**config.mk**
```make
export PLATFORM = sky130hd
export DESIGN_NAME = line_band_steering_classifier_top_flat
export DESIGN_NICKNAME = d
export VERILOG_FILES = /design/src/rtl/lbsc_pkg.sv /design/src/rtl/lbsc_pixel_if.sv /design/src/rtl/lbsc_result_if.sv /design/src/rtl/lbsc_cfg.sv /design/src/rtl/lbsc_front.sv /design/src/rtl/lbsc_luma.sv /design/src/rtl/lbsc_accum.sv /design/src/rtl/line_band_steering_classifier_top.sv /design/src/flat_wrapper.sv
export SDC_FILE = /design/constraint.sdc
export NUM_CORES = 1
export LEC_CHECK = 0
export ABC_AREA = 1
export BUFFER_PORTS_ARGS = -buffer_cell sky130_fd_sc_hd__buf_2
export CORE_ASPECT_RATIO = 2
export CORE_MARGIN = 2
export CORE_UTILIZATION = 63
export CTS_CLUSTER_DIAMETER = 30
export CTS_CLUSTER_SIZE = 30
export DETAILED_ROUTE_END_ITERATION = 8
export PLACE_DENSITY_LB_ADDON = 0.25
export SYNTH_ARGS = -nofsm -noshare
export SYNTH_HDL_FRONTEND = slang
export SYNTH_SLANG_ARGS = --single-unit
```
**constraint.sdc**
```tcl
create_clock -name clk -period 9.9 [get_ports clk]
set_input_delay 1.98 -clock clk [delete_from_list [all_inputs] [get_ports clk]]
set_output_delay 1.98 -clock clk [all_outputs]
set_load 0.005 [all_outputs]
```
**src/rtl/lbsc_pkg.sv**
```systemverilog
// Shared types, constants and register codes for the line band steering classifier.
// No dependencies; every other file imports this package.
package lbsc_pkg;

	// Frame size limits and the widths that follow from them
	localparam int MAX_WIDTH  = 1024;
	localparam int MAX_HEIGHT = 1024;
	localparam int COL_W      = $clog2(MAX_WIDTH);
	localparam int ROW_W      = $clog2(MAX_HEIGHT);
	localparam int WIDTH_W    = $clog2(MAX_WIDTH + 1);
	localparam int HEIGHT_W   = $clog2(MAX_HEIGHT + 1);

	// Register fields
	localparam int CFG_W      = 11;
	localparam int THR_W      = 8;
	localparam int DATA_W     = 32;
	localparam int ADDR_W     = 4;
	localparam int EW_W       = (WIDTH_W > CFG_W) ? WIDTH_W : CFG_W;
	localparam int EH_W       = (HEIGHT_W > CFG_W) ? HEIGHT_W : CFG_W;
	localparam int MIN_WIDTH  = 3;
	localparam int MIN_HEIGHT = 2;

	// Reset values of the registers and of the derived geometry
	localparam int RST_FRAME_WIDTH  = 640;
	localparam int RST_FRAME_HEIGHT = 480;
	localparam int RST_THRESHOLD    = 60;
	localparam int RST_W_EFF  = (RST_FRAME_WIDTH > MAX_WIDTH) ? MAX_WIDTH : RST_FRAME_WIDTH;
	localparam int RST_H_EFF  = (RST_FRAME_HEIGHT > MAX_HEIGHT) ? MAX_HEIGHT : RST_FRAME_HEIGHT;
	localparam int RST_BAND   = RST_W_EFF / 3;
	localparam int RST_HALF   = RST_H_EFF / 2;

	// Divide by three as a reciprocal multiply; exact for w < 2^(DIV3_SHIFT-1)
	localparam int DIV3_SHIFT = WIDTH_W + 1;
	localparam int DIV3_RECIP = ((1 << DIV3_SHIFT) + 2) / 3;

	// Luma weights (sum to 2^14) and rounding
	localparam int PIX_W      = 8;
	localparam int LUMA_SHIFT = 14;
	localparam int LUMA_SUM_W = 22;
	localparam int W_BLUE     = 1868;
	localparam int W_GREEN    = 9617;
	localparam int W_RED      = 4899;
	localparam int LUMA_ROUND = 8192;

	// Dark pixel totals
	localparam int COUNT_W = 18;

	typedef logic [COL_W-1:0]    col_t;
	typedef logic [ROW_W-1:0]    row_t;
	typedef logic [WIDTH_W-1:0]  width_t;
	typedef logic [HEIGHT_W-1:0] height_t;
	typedef logic [COUNT_W-1:0]  count_t;
	typedef logic [PIX_W-1:0]    pix_t;

	localparam count_t COUNT_MAX = '1;

	typedef enum logic [1:0] {
		REG_FRAME_WIDTH    = 2'd0,
		REG_FRAME_HEIGHT   = 2'd1,
		REG_DARK_THRESHOLD = 2'd2,
		REG_UNUSED         = 2'd3
	} reg_idx_t;

	typedef enum logic [2:0] {
		STEER_NONE    = 3'd0,
		STEER_FORWARD = 3'd1,
		STEER_RIGHT   = 3'd2,
		STEER_LEFT    = 3'd3,
		STEER_STOP    = 3'd4
	} steer_t;

	typedef enum logic [1:0] {
		BAND_OFF    = 2'd0,
		BAND_LEFT   = 2'd1,
		BAND_CENTRE = 2'd2,
		BAND_RIGHT  = 2'd3
	} band_t;

	// Effective geometry, worked out when a register is written
	typedef struct packed {
		width_t        w_eff;
		height_t       h_eff;
		width_t        band1;
		width_t        band2;
		width_t        band3;
		height_t       half1;
		height_t       half2;
		logic [THR_W-1:0] threshold;
	} cfg_t;

	// Pixel held in the input register, already placed in a band
	typedef struct packed {
		logic  valid;
		logic  last;
		band_t band;
		pix_t  blue;
		pix_t  green;
		pix_t  red;
	} s1_t;

	// Pixel after the luma stage: band is off unless it is dark and counted
	typedef struct packed {
		logic  valid;
		logic  last;
		band_t band;
	} s2_t;

endpackage

```
**src/rtl/lbsc_pixel_if.sv**
```systemverilog
// Pixel channel: valid/ready handshake with a BGR pixel and end of frame mark.
// Depends on lbsc_pkg.
interface lbsc_pixel_if import lbsc_pkg::*; ();
	logic valid;
	logic ready;
	pix_t blue;
	pix_t green;
	pix_t red;
	logic frame_last;

	modport source (output valid, blue, green, red, frame_last, input ready);
	modport sink   (input valid, blue, green, red, frame_last, output ready);
endinterface

```
**src/rtl/lbsc_result_if.sv**
```systemverilog
// Result channel: valid/ready handshake with steering command and band counts.
// Depends on lbsc_pkg.
interface lbsc_result_if import lbsc_pkg::*; ();
	logic   valid;
	logic   ready;
	steer_t steer;
	count_t left_count;
	count_t centre_count;
	count_t right_count;

	modport source (output valid, steer, left_count, centre_count, right_count, input ready);
	modport sink   (input valid, steer, left_count, centre_count, right_count, output ready);
endinterface

```
**src/rtl/lbsc_cfg.sv**
```systemverilog
// APB register file: frame width, frame height, dark threshold, plus derived geometry.
// Depends on lbsc_pkg.
module lbsc_cfg import lbsc_pkg::*; (
	input  logic              clk,
	input  logic              arst_n,
	input  logic              psel,
	input  logic              penable,
	input  logic              pwrite,
	input  logic [ADDR_W-1:0] paddr,
	input  logic [DATA_W-1:0] pwdata,
	output logic [DATA_W-1:0] prdata,
	output logic              pready,
	output cfg_t              cfg
);

	logic [CFG_W-1:0] frame_width_q;
	logic [CFG_W-1:0] frame_height_q;
	logic [THR_W-1:0] threshold_q;
	cfg_t             geom_q;

	reg_idx_t         idx;
	logic             wr_en;
	logic [EW_W-1:0]  w_ext;
	logic [EH_W-1:0]  h_ext;
	width_t           w_new;
	height_t          h_new;
	logic [EW_W+DIV3_SHIFT-1:0] div_prod;
	width_t           band_new;
	height_t          half_new;

	assign idx    = reg_idx_t'(paddr[3:2]);
	assign pready = 1'b1;
	assign wr_en  = psel && penable && pwrite;

	// saturate the written value to the supported frame size
	always_comb begin
		w_ext = EW_W'(pwdata[CFG_W-1:0]);
		if (w_ext < EW_W'(MIN_WIDTH))
			w_ext = EW_W'(MIN_WIDTH);
		else if (w_ext > EW_W'(MAX_WIDTH))
			w_ext = EW_W'(MAX_WIDTH);
		w_new = WIDTH_W'(w_ext);

		h_ext = EH_W'(pwdata[CFG_W-1:0]);
		if (h_ext < EH_W'(MIN_HEIGHT))
			h_ext = EH_W'(MIN_HEIGHT);
		else if (h_ext > EH_W'(MAX_HEIGHT))
			h_ext = EH_W'(MAX_HEIGHT);
		h_new = HEIGHT_W'(h_ext);
	end

	assign div_prod = (EW_W+DIV3_SHIFT)'(w_ext) * (EW_W+DIV3_SHIFT)'(DIV3_RECIP);
	assign band_new = WIDTH_W'(div_prod >> DIV3_SHIFT);
	assign half_new = h_new >> 1;

	always_ff @(posedge clk or negedge arst_n) begin
		if (!arst_n) begin
			frame_width_q    <= CFG_W'(RST_FRAME_WIDTH);
			frame_height_q   <= CFG_W'(RST_FRAME_HEIGHT);
			threshold_q      <= THR_W'(RST_THRESHOLD);
			geom_q.w_eff     <= WIDTH_W'(RST_W_EFF);
			geom_q.h_eff     <= HEIGHT_W'(RST_H_EFF);
			geom_q.band1     <= WIDTH_W'(RST_BAND);
			geom_q.band2     <= WIDTH_W'(2 * RST_BAND);
			geom_q.band3     <= WIDTH_W'(3 * RST_BAND);
			geom_q.half1     <= HEIGHT_W'(RST_HALF);
			geom_q.half2     <= HEIGHT_W'(2 * RST_HALF);
			geom_q.threshold <= THR_W'(RST_THRESHOLD);
		end else if (wr_en) begin
			unique case (idx)
				REG_FRAME_WIDTH: begin
					frame_width_q <= pwdata[CFG_W-1:0];
					geom_q.w_eff  <= w_new;
					geom_q.band1  <= band_new;
					geom_q.band2  <= band_new << 1;
					geom_q.band3  <= band_new + (band_new << 1);
				end
				REG_FRAME_HEIGHT: begin
					frame_height_q <= pwdata[CFG_W-1:0];
					geom_q.h_eff   <= h_new;
					geom_q.half1   <= half_new;
					geom_q.half2   <= half_new << 1;
				end
				REG_DARK_THRESHOLD: begin
					threshold_q      <= pwdata[THR_W-1:0];
					geom_q.threshold <= pwdata[THR_W-1:0];
				end
				default: begin
				end
			endcase
		end
	end

	always_comb begin
		unique case (idx)
			REG_FRAME_WIDTH:    prdata = DATA_W'(frame_width_q);
			REG_FRAME_HEIGHT:   prdata = DATA_W'(frame_height_q);
			REG_DARK_THRESHOLD: prdata = DATA_W'(threshold_q);
			default:            prdata = '0;
		endcase
	end

	assign cfg = geom_q;

endmodule

```
**src/rtl/lbsc_front.sv**
```systemverilog
// Input register with raster position tracking and band placement.
// Depends on lbsc_pkg and lbsc_pixel_if.
module lbsc_front import lbsc_pkg::*; (
	input  logic   clk,
	input  logic   arst_n,
	input  cfg_t   cfg,
	lbsc_pixel_if.sink pixel,
	input  logic   next_ready,
	output s1_t    s1
);

	col_t  col_q;
	row_t  row_q;
	s1_t   s1_q;
	logic  accept;
	band_t band;
	logic  row_in;
	width_t  col_ext;
	width_t  col_inc;
	height_t row_ext;
	height_t row_inc;

	assign pixel.ready = !s1_q.valid || next_ready;
	assign accept      = pixel.valid && pixel.ready;

	assign col_ext = WIDTH_W'(col_q);
	assign col_inc = col_ext + 1'b1;
	assign row_ext = HEIGHT_W'(row_q);
	assign row_inc = row_ext + 1'b1;
	assign row_in  = (row_ext >= cfg.half1) && (row_ext < cfg.half2);

	always_comb begin
		band = BAND_OFF;
		if (row_in) begin
			priority if (col_ext < cfg.band1)
				band = BAND_LEFT;
			else if (col_ext < cfg.band2)
				band = BAND_CENTRE;
			else if (col_ext < cfg.band3)
				band = BAND_RIGHT;
			else
				band = BAND_OFF;
		end
	end

	always_ff @(posedge clk or negedge arst_n) begin
		if (!arst_n) begin
			col_q <= '0;
			row_q <= '0;
		end else if (accept) begin
			if (pixel.frame_last) begin
				col_q <= '0;
				row_q <= '0;
			end else if (col_inc >= cfg.w_eff) begin
				col_q <= '0;
				row_q <= (row_inc >= cfg.h_eff) ? '0 : ROW_W'(row_inc);
			end else begin
				col_q <= COL_W'(col_inc);
			end
		end
	end

	always_ff @(posedge clk or negedge arst_n) begin
		if (!arst_n) begin
			s1_q <= '0;
		end else begin
			if (pixel.ready)
				s1_q.valid <= pixel.valid;
			if (accept) begin
				s1_q.last  <= pixel.frame_last;
				s1_q.band  <= band;
				s1_q.blue  <= pixel.blue;
				s1_q.green <= pixel.green;
				s1_q.red   <= pixel.red;
			end
		end
	end

	assign s1 = s1_q;

endmodule

```
**src/rtl/lbsc_luma.sv**
```systemverilog
// Luma stage: weighted BGR sum, dark test against the threshold, stage register.
// Depends on lbsc_pkg.
module lbsc_luma import lbsc_pkg::*; (
	input  logic clk,
	input  logic arst_n,
	input  cfg_t cfg,
	input  s1_t  s1,
	input  logic next_ready,
	output logic ready,
	output s2_t  s2
);

	s2_t                   s2_q;
	logic [LUMA_SUM_W-1:0] sum;
	pix_t                  luma;
	logic                  dark;
	logic                  take;

	assign sum = LUMA_SUM_W'(s1.blue) * LUMA_SUM_W'(W_BLUE)
	           + LUMA_SUM_W'(s1.green) * LUMA_SUM_W'(W_GREEN)
	           + LUMA_SUM_W'(s1.red) * LUMA_SUM_W'(W_RED)
	           + LUMA_SUM_W'(LUMA_ROUND);
	assign luma = sum[LUMA_SHIFT+PIX_W-1:LUMA_SHIFT];
	assign dark = luma <= cfg.threshold;

	assign ready = !s2_q.valid || next_ready;
	assign take  = s1.valid && ready;

	always_ff @(posedge clk or negedge arst_n) begin
		if (!arst_n) begin
			s2_q <= '0;
		end else begin
			if (ready)
				s2_q.valid <= s1.valid;
			if (take) begin
				s2_q.last <= s1.last;
				s2_q.band <= dark ? s1.band : BAND_OFF;
			end
		end
	end

	assign s2 = s2_q;

endmodule

```
**src/rtl/lbsc_accum.sv**
```systemverilog
// Band totals with saturation, steering decision and the result register.
// Depends on lbsc_pkg and lbsc_result_if.
module lbsc_accum import lbsc_pkg::*; (
	input  logic clk,
	input  logic arst_n,
	input  s2_t  s2,
	output logic ready,
	lbsc_result_if.source result
);

	count_t left_q, centre_q, right_q;
	count_t left_n, centre_n, right_n;
	logic   res_valid_q;
	steer_t steer_q;
	count_t res_left_q, res_centre_q, res_right_q;
	logic   res_free;
	logic   go;
	steer_t steer_n;

	function automatic count_t sat_inc(input count_t v, input logic en);
		sat_inc = (en && v != COUNT_MAX) ? v + 1'b1 : v;
	endfunction

	assign res_free = !res_valid_q || result.ready;
	// an item without end of frame never waits on the result register
	assign ready    = !s2.last || res_free;
	assign go       = s2.valid && ready;

	assign left_n   = sat_inc(left_q,   s2.band == BAND_LEFT);
	assign centre_n = sat_inc(centre_q, s2.band == BAND_CENTRE);
	assign right_n  = sat_inc(right_q,  s2.band == BAND_RIGHT);

	always_comb begin
		priority if (centre_n > left_n && centre_n > right_n)
			steer_n = STEER_FORWARD;
		else if (right_n > left_n && right_n > centre_n)
			steer_n = STEER_RIGHT;
		else if (left_n > centre_n && left_n > right_n)
			steer_n = STEER_LEFT;
		else if (left_n == '0 && centre_n == '0 && right_n == '0)
			steer_n = STEER_STOP;
		else
			steer_n = STEER_NONE;
	end

	always_ff @(posedge clk or negedge arst_n) begin
		if (!arst_n) begin
			left_q      <= '0;
			centre_q    <= '0;
			right_q     <= '0;
			res_valid_q <= 1'b0;
		end else begin
			if (go) begin
				if (s2.last) begin
					left_q   <= '0;
					centre_q <= '0;
					right_q  <= '0;
				end else begin
					left_q   <= left_n;
					centre_q <= centre_n;
					right_q  <= right_n;
				end
			end
			if (go && s2.last)
				res_valid_q <= 1'b1;
			else if (result.ready)
				res_valid_q <= 1'b0;
		end
	end

	always_ff @(posedge clk) begin
		if (go && s2.last) begin
			steer_q      <= steer_n;
			res_left_q   <= left_n;
			res_centre_q <= centre_n;
			res_right_q  <= right_n;
		end
	end

	assign result.valid        = res_valid_q;
	assign result.steer        = steer_q;
	assign result.left_count   = res_left_q;
	assign result.centre_count = res_centre_q;
	assign result.right_count  = res_right_q;

endmodule

```
**src/rtl/line_band_steering_classifier_top.sv**
```systemverilog
// Top level of the line band steering classifier: register file and pixel pipeline.
// Depends on lbsc_pkg, lbsc_pixel_if, lbsc_result_if, lbsc_cfg, lbsc_front,
// lbsc_luma and lbsc_accum.
//
// Usage
//  - pixel: one BGR pixel per item in raster order; frame_last marks the final
//    pixel of a frame. Rows in the lower half are split into three bands of
//    width/3 columns and dark pixels (luma <= dark_threshold) are counted.
//  - result: one item per frame, on the pixel marked frame_last: the three band
//    counts (saturating at 2^18-1) and the steering command. Counts then clear.
//  - APB: frame_width at 0x0, frame_height at 0x4, dark_threshold at 0x8.
//    Width and height are saturated to the supported range when written.
// Timing
//  - One pixel per cycle sustained outside the result stall below. Three
//    register stages: input/position, luma, totals/result.
//  - A stall on result only holds the pipeline when an end of frame pixel
//    reaches the totals while the previous result is still unread; other
//    pixels keep flowing.
// Reset
//  - arst_n clears position, totals and pipeline valids and restores the
//    register reset values (640 x 480, threshold 60).
module line_band_steering_classifier_top import lbsc_pkg::*; (
	input  logic              clk,
	input  logic              arst_n,
	input  logic              psel,
	input  logic              penable,
	input  logic              pwrite,
	input  logic [ADDR_W-1:0] paddr,
	input  logic [DATA_W-1:0] pwdata,
	output logic [DATA_W-1:0] prdata,
	output logic              pready,
	lbsc_pixel_if.sink        pixel,
	lbsc_result_if.source     result
);

	cfg_t cfg;
	s1_t  s1;
	s2_t  s2;
	logic luma_ready;
	logic accum_ready;

	// registers and derived band edges / counted rows
	lbsc_cfg u_cfg (
		.clk     (clk),
		.arst_n  (arst_n),
		.psel    (psel),
		.penable (penable),
		.pwrite  (pwrite),
		.paddr   (paddr),
		.pwdata  (pwdata),
		.prdata  (prdata),
		.pready  (pready),
		.cfg     (cfg)
	);

	// column/row tracking at acceptance; pixel registered with its band
	lbsc_front u_front (
		.clk        (clk),
		.arst_n     (arst_n),
		.cfg        (cfg),
		.pixel      (pixel),
		.next_ready (luma_ready),
		.s1         (s1)
	);

	// luma and dark test
	lbsc_luma u_luma (
		.clk        (clk),
		.arst_n     (arst_n),
		.cfg        (cfg),
		.s1         (s1),
		.next_ready (accum_ready),
		.ready      (luma_ready),
		.s2         (s2)
	);

	// totals, steering and result register
	lbsc_accum u_accum (
		.clk    (clk),
		.arst_n (arst_n),
		.s2     (s2),
		.ready  (accum_ready),
		.result (result)
	);

endmodule

```
**src/flat_wrapper.sv**
```systemverilog
// flat-port wrapper written by rule: the top's interface ports become plain ports
module line_band_steering_classifier_top_flat import lbsc_pkg::*;
  (clk, arst_n, psel, penable, pwrite, paddr, pwdata, prdata, pready, pixel_valid, pixel_blue, pixel_green, pixel_red, pixel_frame_last, pixel_ready, result_valid, result_steer, result_left_count, result_centre_count, result_right_count, result_ready);
  lbsc_pixel_if pixel_i ();
  lbsc_result_if result_i ();
  input  logic clk;
  input  logic arst_n;
  input  logic psel;
  input  logic penable;
  input  logic pwrite;
  input  logic [ADDR_W-1:0] paddr;
  input  logic [DATA_W-1:0] pwdata;
  output logic [DATA_W-1:0] prdata;
  output logic pready;
  input wire logic [$bits(pixel_i.valid)-1:0] pixel_valid;
  input wire logic [$bits(pixel_i.blue)-1:0] pixel_blue;
  input wire logic [$bits(pixel_i.green)-1:0] pixel_green;
  input wire logic [$bits(pixel_i.red)-1:0] pixel_red;
  input wire logic [$bits(pixel_i.frame_last)-1:0] pixel_frame_last;
  output wire logic [$bits(pixel_i.ready)-1:0] pixel_ready;
  output wire logic [$bits(result_i.valid)-1:0] result_valid;
  output wire logic [$bits(result_i.steer)-1:0] result_steer;
  output wire logic [$bits(result_i.left_count)-1:0] result_left_count;
  output wire logic [$bits(result_i.centre_count)-1:0] result_centre_count;
  output wire logic [$bits(result_i.right_count)-1:0] result_right_count;
  input wire logic [$bits(result_i.ready)-1:0] result_ready;
  assign pixel_i.valid = pixel_valid;
  assign pixel_i.blue = pixel_blue;
  assign pixel_i.green = pixel_green;
  assign pixel_i.red = pixel_red;
  assign pixel_i.frame_last = pixel_frame_last;
  assign pixel_ready = pixel_i.ready;
  assign result_valid = result_i.valid;
  assign result_steer = result_i.steer;
  assign result_left_count = result_i.left_count;
  assign result_centre_count = result_i.centre_count;
  assign result_right_count = result_i.right_count;
  assign result_i.ready = result_ready;
  line_band_steering_classifier_top u_core (.clk(clk), .arst_n(arst_n), .psel(psel), .penable(penable), .pwrite(pwrite), .paddr(paddr), .pwdata(pwdata), .prdata(prdata), .pready(pready), .pixel(pixel_i), .result(result_i));
endmodule
```
==> flow_summary.html <==
<table>
<tr><th>Metric</th><th>Value</th></tr>
<tr><th colspan="2">Status</th></tr>
<tr><td>Result of the run</td><td>complete, no violations</td></tr>
<tr><th colspan="2">Timing</th></tr>
<tr><td>Final worst-path cycle share</td><td>93.9%</td></tr>
<tr><td>Total negative slack</td><td>0 ps</td></tr>
<tr><td>Setup repair after global routing missed its margin</td><td>no</td></tr>
<tr><td>Final Max Slew Viols</td><td>0</td></tr>
<tr><td>Fmax</td><td>108 MHz</td></tr>
<tr><td>Tmin final</td><td>9300 ps</td></tr>
<tr><td>Actual slew at the worst max-slew pin</td><td>1070 ps</td></tr>
<tr><td>Worst-case clock skew</td><td>37.9 ps</td></tr>
<tr><td>Max-slew headroom at the worst pin</td><td>27.7%</td></tr>
<tr><td>Number of endpoints with negative hold slack in the final report</td><td>0</td></tr>
<tr><td>Least setup slack across all paths after layout</td><td>601 ps</td></tr>
<tr><td>Final Setup Violations</td><td>0</td></tr>
<tr><th colspan="2">Synth</th></tr>
<tr><td>Async set-or-reset flop fraction in the synthesized netlist</td><td>75.8%</td></tr>
<tr><td>Area share of the largest cell type after synthesis</td><td>19.7%</td></tr>
<tr><td>Cells after Synth</td><td>2642</td></tr>
<tr><td>Cell variety after synth</td><td>53</td></tr>
<tr><td>Cell accounting for the most synthesized area</td><td>sky130_fd_sc_hd__ha_1</td></tr>
<tr><td>Avg Cell Area, Syn</td><td>8.35 um^2</td></tr>
<tr><td>Largest cells by area after synthesis</td><td>sky130_fd_sc_hd__ha_1 20%, sky130_fd_sc_hd__dfrtp_1 17%, sky130_fd_sc_hd__fa_1 10%</td></tr>
<tr><td>Most used DFF post-synth</td><td>sky130_fd_sc_hd__dfrtp_1</td></tr>
<tr><td>Number of enable flip-flop cells after synthesis</td><td>57</td></tr>
<tr><td>Post-Syn Area</td><td>22100 um^2</td></tr>
<tr><td>Synthesis Warnings</td><td>0</td></tr>
<tr><td>Sequential element share of the synthesized area</td><td>28.2%</td></tr>
<tr><td>Number of synthesized register bits</td><td>236</td></tr>
<tr><th colspan="2">Routing</th></tr>
<tr><td>Post-route DRC violation count</td><td>0</td></tr>
<tr><td>Initial drt markers</td><td>775</td></tr>
<tr><td>Number of antenna-violating nets in the routed design</td><td>0</td></tr>
<tr><td>Post-DR vias/cell</td><td>5.73</td></tr>
<tr><td>Total length of routed wires</td><td>60.9 mm</td></tr>
<tr><td>Detail-routed net length per standard cell</td><td>18.8 um</td></tr>
<tr><td>Vias</td><td>18500</td></tr>
<tr><td>Number of search-and-repair iterations in the first detailed-routing pass</td><td>6</td></tr>
<tr><th colspan="2">CTS</th></tr>
<tr><td>Number of buffers inserted by post-CTS setup repair</td><td>0</td></tr>
<tr><td>Number of H-tree levels</td><td>2</td></tr>
<tr><td>Clk sinks</td><td>236</td></tr>
<tr><td>Clock-pin slew on the worst setup and hold paths</td><td>60 ps</td></tr>
<tr><td>Clk root buf</td><td>sky130_fd_sc_hd__clkbuf_16</td></tr>
<tr><td>CTS tree</td><td>done</td></tr>
<tr><td>Number of buffers on the longest clock path</td><td>3</td></tr>
<tr><td>Total clock buffers created by CTS</td><td>38</td></tr>
<tr><td>Number of buffers inserted for hold repair after clock tree synthesis</td><td>0</td></tr>
<tr><td>Count of instances resized after the clock tree is built</td><td>0</td></tr>
<tr><td>Clk Latency, worst-skew pair</td><td>550 ps</td></tr>
<tr><th colspan="2">Job</th></tr>
<tr><td>Max-cap violation count</td><td>0</td></tr>
<tr><th colspan="2">Critical path</th></tr>
<tr><td>Worst endpoint data arrival time</td><td>9770 ps</td></tr>
<tr><td>Launching instance or port of the critical path</td><td>u_core.u_front.s1[18]</td></tr>
<tr><td>Worst path required time</td><td>10370 ps</td></tr>
<tr><td>Maximum fanout count along the critical path</td><td>5</td></tr>
<tr><td>Cell with the biggest individual delay on the critical path</td><td>sky130_fd_sc_hd__o21ai_0</td></tr>
<tr><td>Kind of start point of the critical path</td><td>flip-flop</td></tr>
<tr><td>Worst path max stage delay</td><td>850 ps</td></tr>
<tr><td>Kind of critical path</td><td>reg2reg</td></tr>
<tr><td>Crit path buf inv count</td><td>7</td></tr>
<tr><td>Beginning of the worst register-to-register path</td><td>u_core.u_front.s1[18]</td></tr>
<tr><td>Kind of cell adding the most delay to the critical path</td><td>adder cells</td></tr>
<tr><td>Category of the worst setup path capture point</td><td>flip-flop</td></tr>
<tr><td>Most frequent CP cell</td><td>sky130_fd_sc_hd__inv_1</td></tr>
<tr><th colspan="2">Cells and area</th></tr>
<tr><td>Most frequent cells in the layout</td><td>532 x sky130_fd_sc_hd__inv_1, 462 x sky130_fd_sc_hd__nand2_1, 347 x sky130_fd_sc_hd__ha_1</td></tr>
<tr><td>Share of layout cells above drive strength 1</td><td>11.1%</td></tr>
<tr><td>Antenna diodes</td><td>0</td></tr>
<tr><td>P&amp;R area growth vs syn</td><td>10.2%</td></tr>
<tr><td>Multi-input combinational cell area</td><td>13500 um^2</td></tr>
<tr><td>Count of filler cells inserted in the layout</td><td>2813</td></tr>
<tr><td>Final net count</td><td>3292</td></tr>
<tr><td>Most common cell after layout, fill and taps aside</td><td>sky130_fd_sc_hd__inv_1</td></tr>
<tr><td>Sequential cell area</td><td>6230 um^2</td></tr>
<tr><td>Cell area after layout</td><td>24300 um^2</td></tr>
<tr><th colspan="2">Floorplan</th></tr>
<tr><td>Total core area</td><td>34800 um^2</td></tr>
<tr><td>Standard-cell rows</td><td>97</td></tr>
<tr><td>IO Pins</td><td>160</td></tr>
<tr><td>Total die area</td><td>36600 um^2</td></tr>
<tr><td>Initial core utilization</td><td>63.3%</td></tr>
<tr><td>Die Y</td><td>269 um</td></tr>
<tr><td>Die Width</td><td>136 um</td></tr>
<tr><th colspan="2">GRT</th></tr>
<tr><td>Maximum number of pins on one net before global-route repair</td><td>109</td></tr>
<tr><td>Global-route wire length before repair</td><td>96.0 mm</td></tr>
<tr><td>Initial antenna violation count</td><td>1</td></tr>
<tr><td>Residual overflow from global routing</td><td>0</td></tr>
<tr><td>Global-route usage over all layers</td><td>34.2%</td></tr>
<tr><td>Number of global-route vias before repair</td><td>19400</td></tr>
<tr><th colspan="2">Placed design</th></tr>
<tr><td>Pre-CTS worst setup slack</td><td>820 ps</td></tr>
<tr><td>Count of input and output buffers</td><td>114</td></tr>
<tr><td>Post-placement cell area</td><td>23000 um^2</td></tr>
<tr><td>Half-perimeter wire length after detailed placement</td><td>49.2 mm</td></tr>
<tr><td>Routability congestion estimate from global placement</td><td>0.995</td></tr>
<tr><th colspan="2">Worst hold path</th></tr>
<tr><td>Min-delay worst type</td><td>reg2reg</td></tr>
<tr><td>Beginning of the worst hold path</td><td>u_core.u_cfg.cfg[49]</td></tr>
</table>
-- flip-flops by register name, summed over array words and instances, names as in the netlist --
name / count
u_core.u_luma.s2: 4
u_core.u_cfg.threshold_q: 8
u_core.u_accum.result.left_count: 18
u_core.u_front.row_q: 10
u_core.u_front.col_q: 10
u_core.u_cfg.cfg: 42
u_core.u_front.s1: 28
u_core.u_cfg.frame_height_q: 11
u_core.u_accum.result.valid: 1
u_core.u_accum.left_q: 18
u_core.u_cfg.frame_width_q: 11
u_core.u_accum.result.steer: 3
u_core.u_accum.result.right_count: 18
u_core.u_accum.right_q: 18
u_core.u_accum.result.centre_count: 18
u_core.u_accum.centre_q: 18
-- final timing paths --
kind                                          endpoint  slack [ps]  cells after the start
max                                u_core.u_luma.s2[1]         600                     34
min                               u_core.u_cfg.cfg[49]         480                      2
max reg2reg                        u_core.u_luma.s2[1]         600                     34
min reg2reg                       u_core.u_cfg.cfg[49]         480                      2
max in group asynchronous        u_core.u_front.s1[16]        6730                      2
min in group asynchronous  u_core.u_accum.centre_q[10]        1480                      1
-- routing by layer --
layer,GRT usage (%),part of all wire (%)
met5,0,0
met2,64.7,54
met4,31.8,11
met3,4.93,4.1
met1,29.8,30
-- area by class of cell --
cell class	instances	share of cell area, %
multi-input combinational	1814	55.5
sequential	236	25.6
inverter	546	8.45
clock buffer	42	4.06
timing repair buffer	127	2.78
tap	445	2.29
clock inverter	28	1.33
-- cells in the mapped netlist, types with 37 or more instances --
master	number
sky130_fd_sc_hd__inv_1	533
sky130_fd_sc_hd__nand2_1	462
sky130_fd_sc_hd__ha_1	347
sky130_fd_sc_hd__o21ai_0	165
sky130_fd_sc_hd__dfrtp_1	151
sky130_fd_sc_hd__nor2_1	135
sky130_fd_sc_hd__a21oi_1	117
sky130_fd_sc_hd__fa_1	114
sky130_fd_sc_hd__nand3_1	86
sky130_fd_sc_hd__xor2_1	73
sky130_fd_sc_hd__edfxtp_1	57
sky130_fd_sc_hd__o22ai_1	48
sky130_fd_sc_hd__nor3_1	44
sky130_fd_sc_hd__clkbuf_1	37
-- cells by family after synthesis --
logic type / synth area share (%)
other: 0.0340
multiplexers: 0.0510
AO/OA/AOI/OAI: 10.2
flip-flops: 28.2
buffers and inverters: 11.1
XOR/XNOR: 3.83
adder cells (fa/ha/maj): 30.0
AND/OR/NAND/NOR: 16.6
-- worst min-delay path: stages, from the launching register on --
cell                      delay, ps
sky130_fd_sc_hd__dfstp_2        370
sky130_fd_sc_hd__nand2_1         60
sky130_fd_sc_hd__nand2_1         50
-- per-stage QoR --
step | hold slack [ps] | utilization, % | instances
2_1_floorplan | 442 | - | 2662
3_3_place_gp | 455 | 66.0 | 3167
4_1_cts | 478 | 69.8 | 3237
3_5_place_dp | 462 | 66.0 | 3167
6_report | 479 | 69.8 | 3238
5_1_grt | 508 | 69.8 | 3238
Power is not shown: default switching activity piles up to over one toggle a cycle in this logic, so the estimate is an artifact.
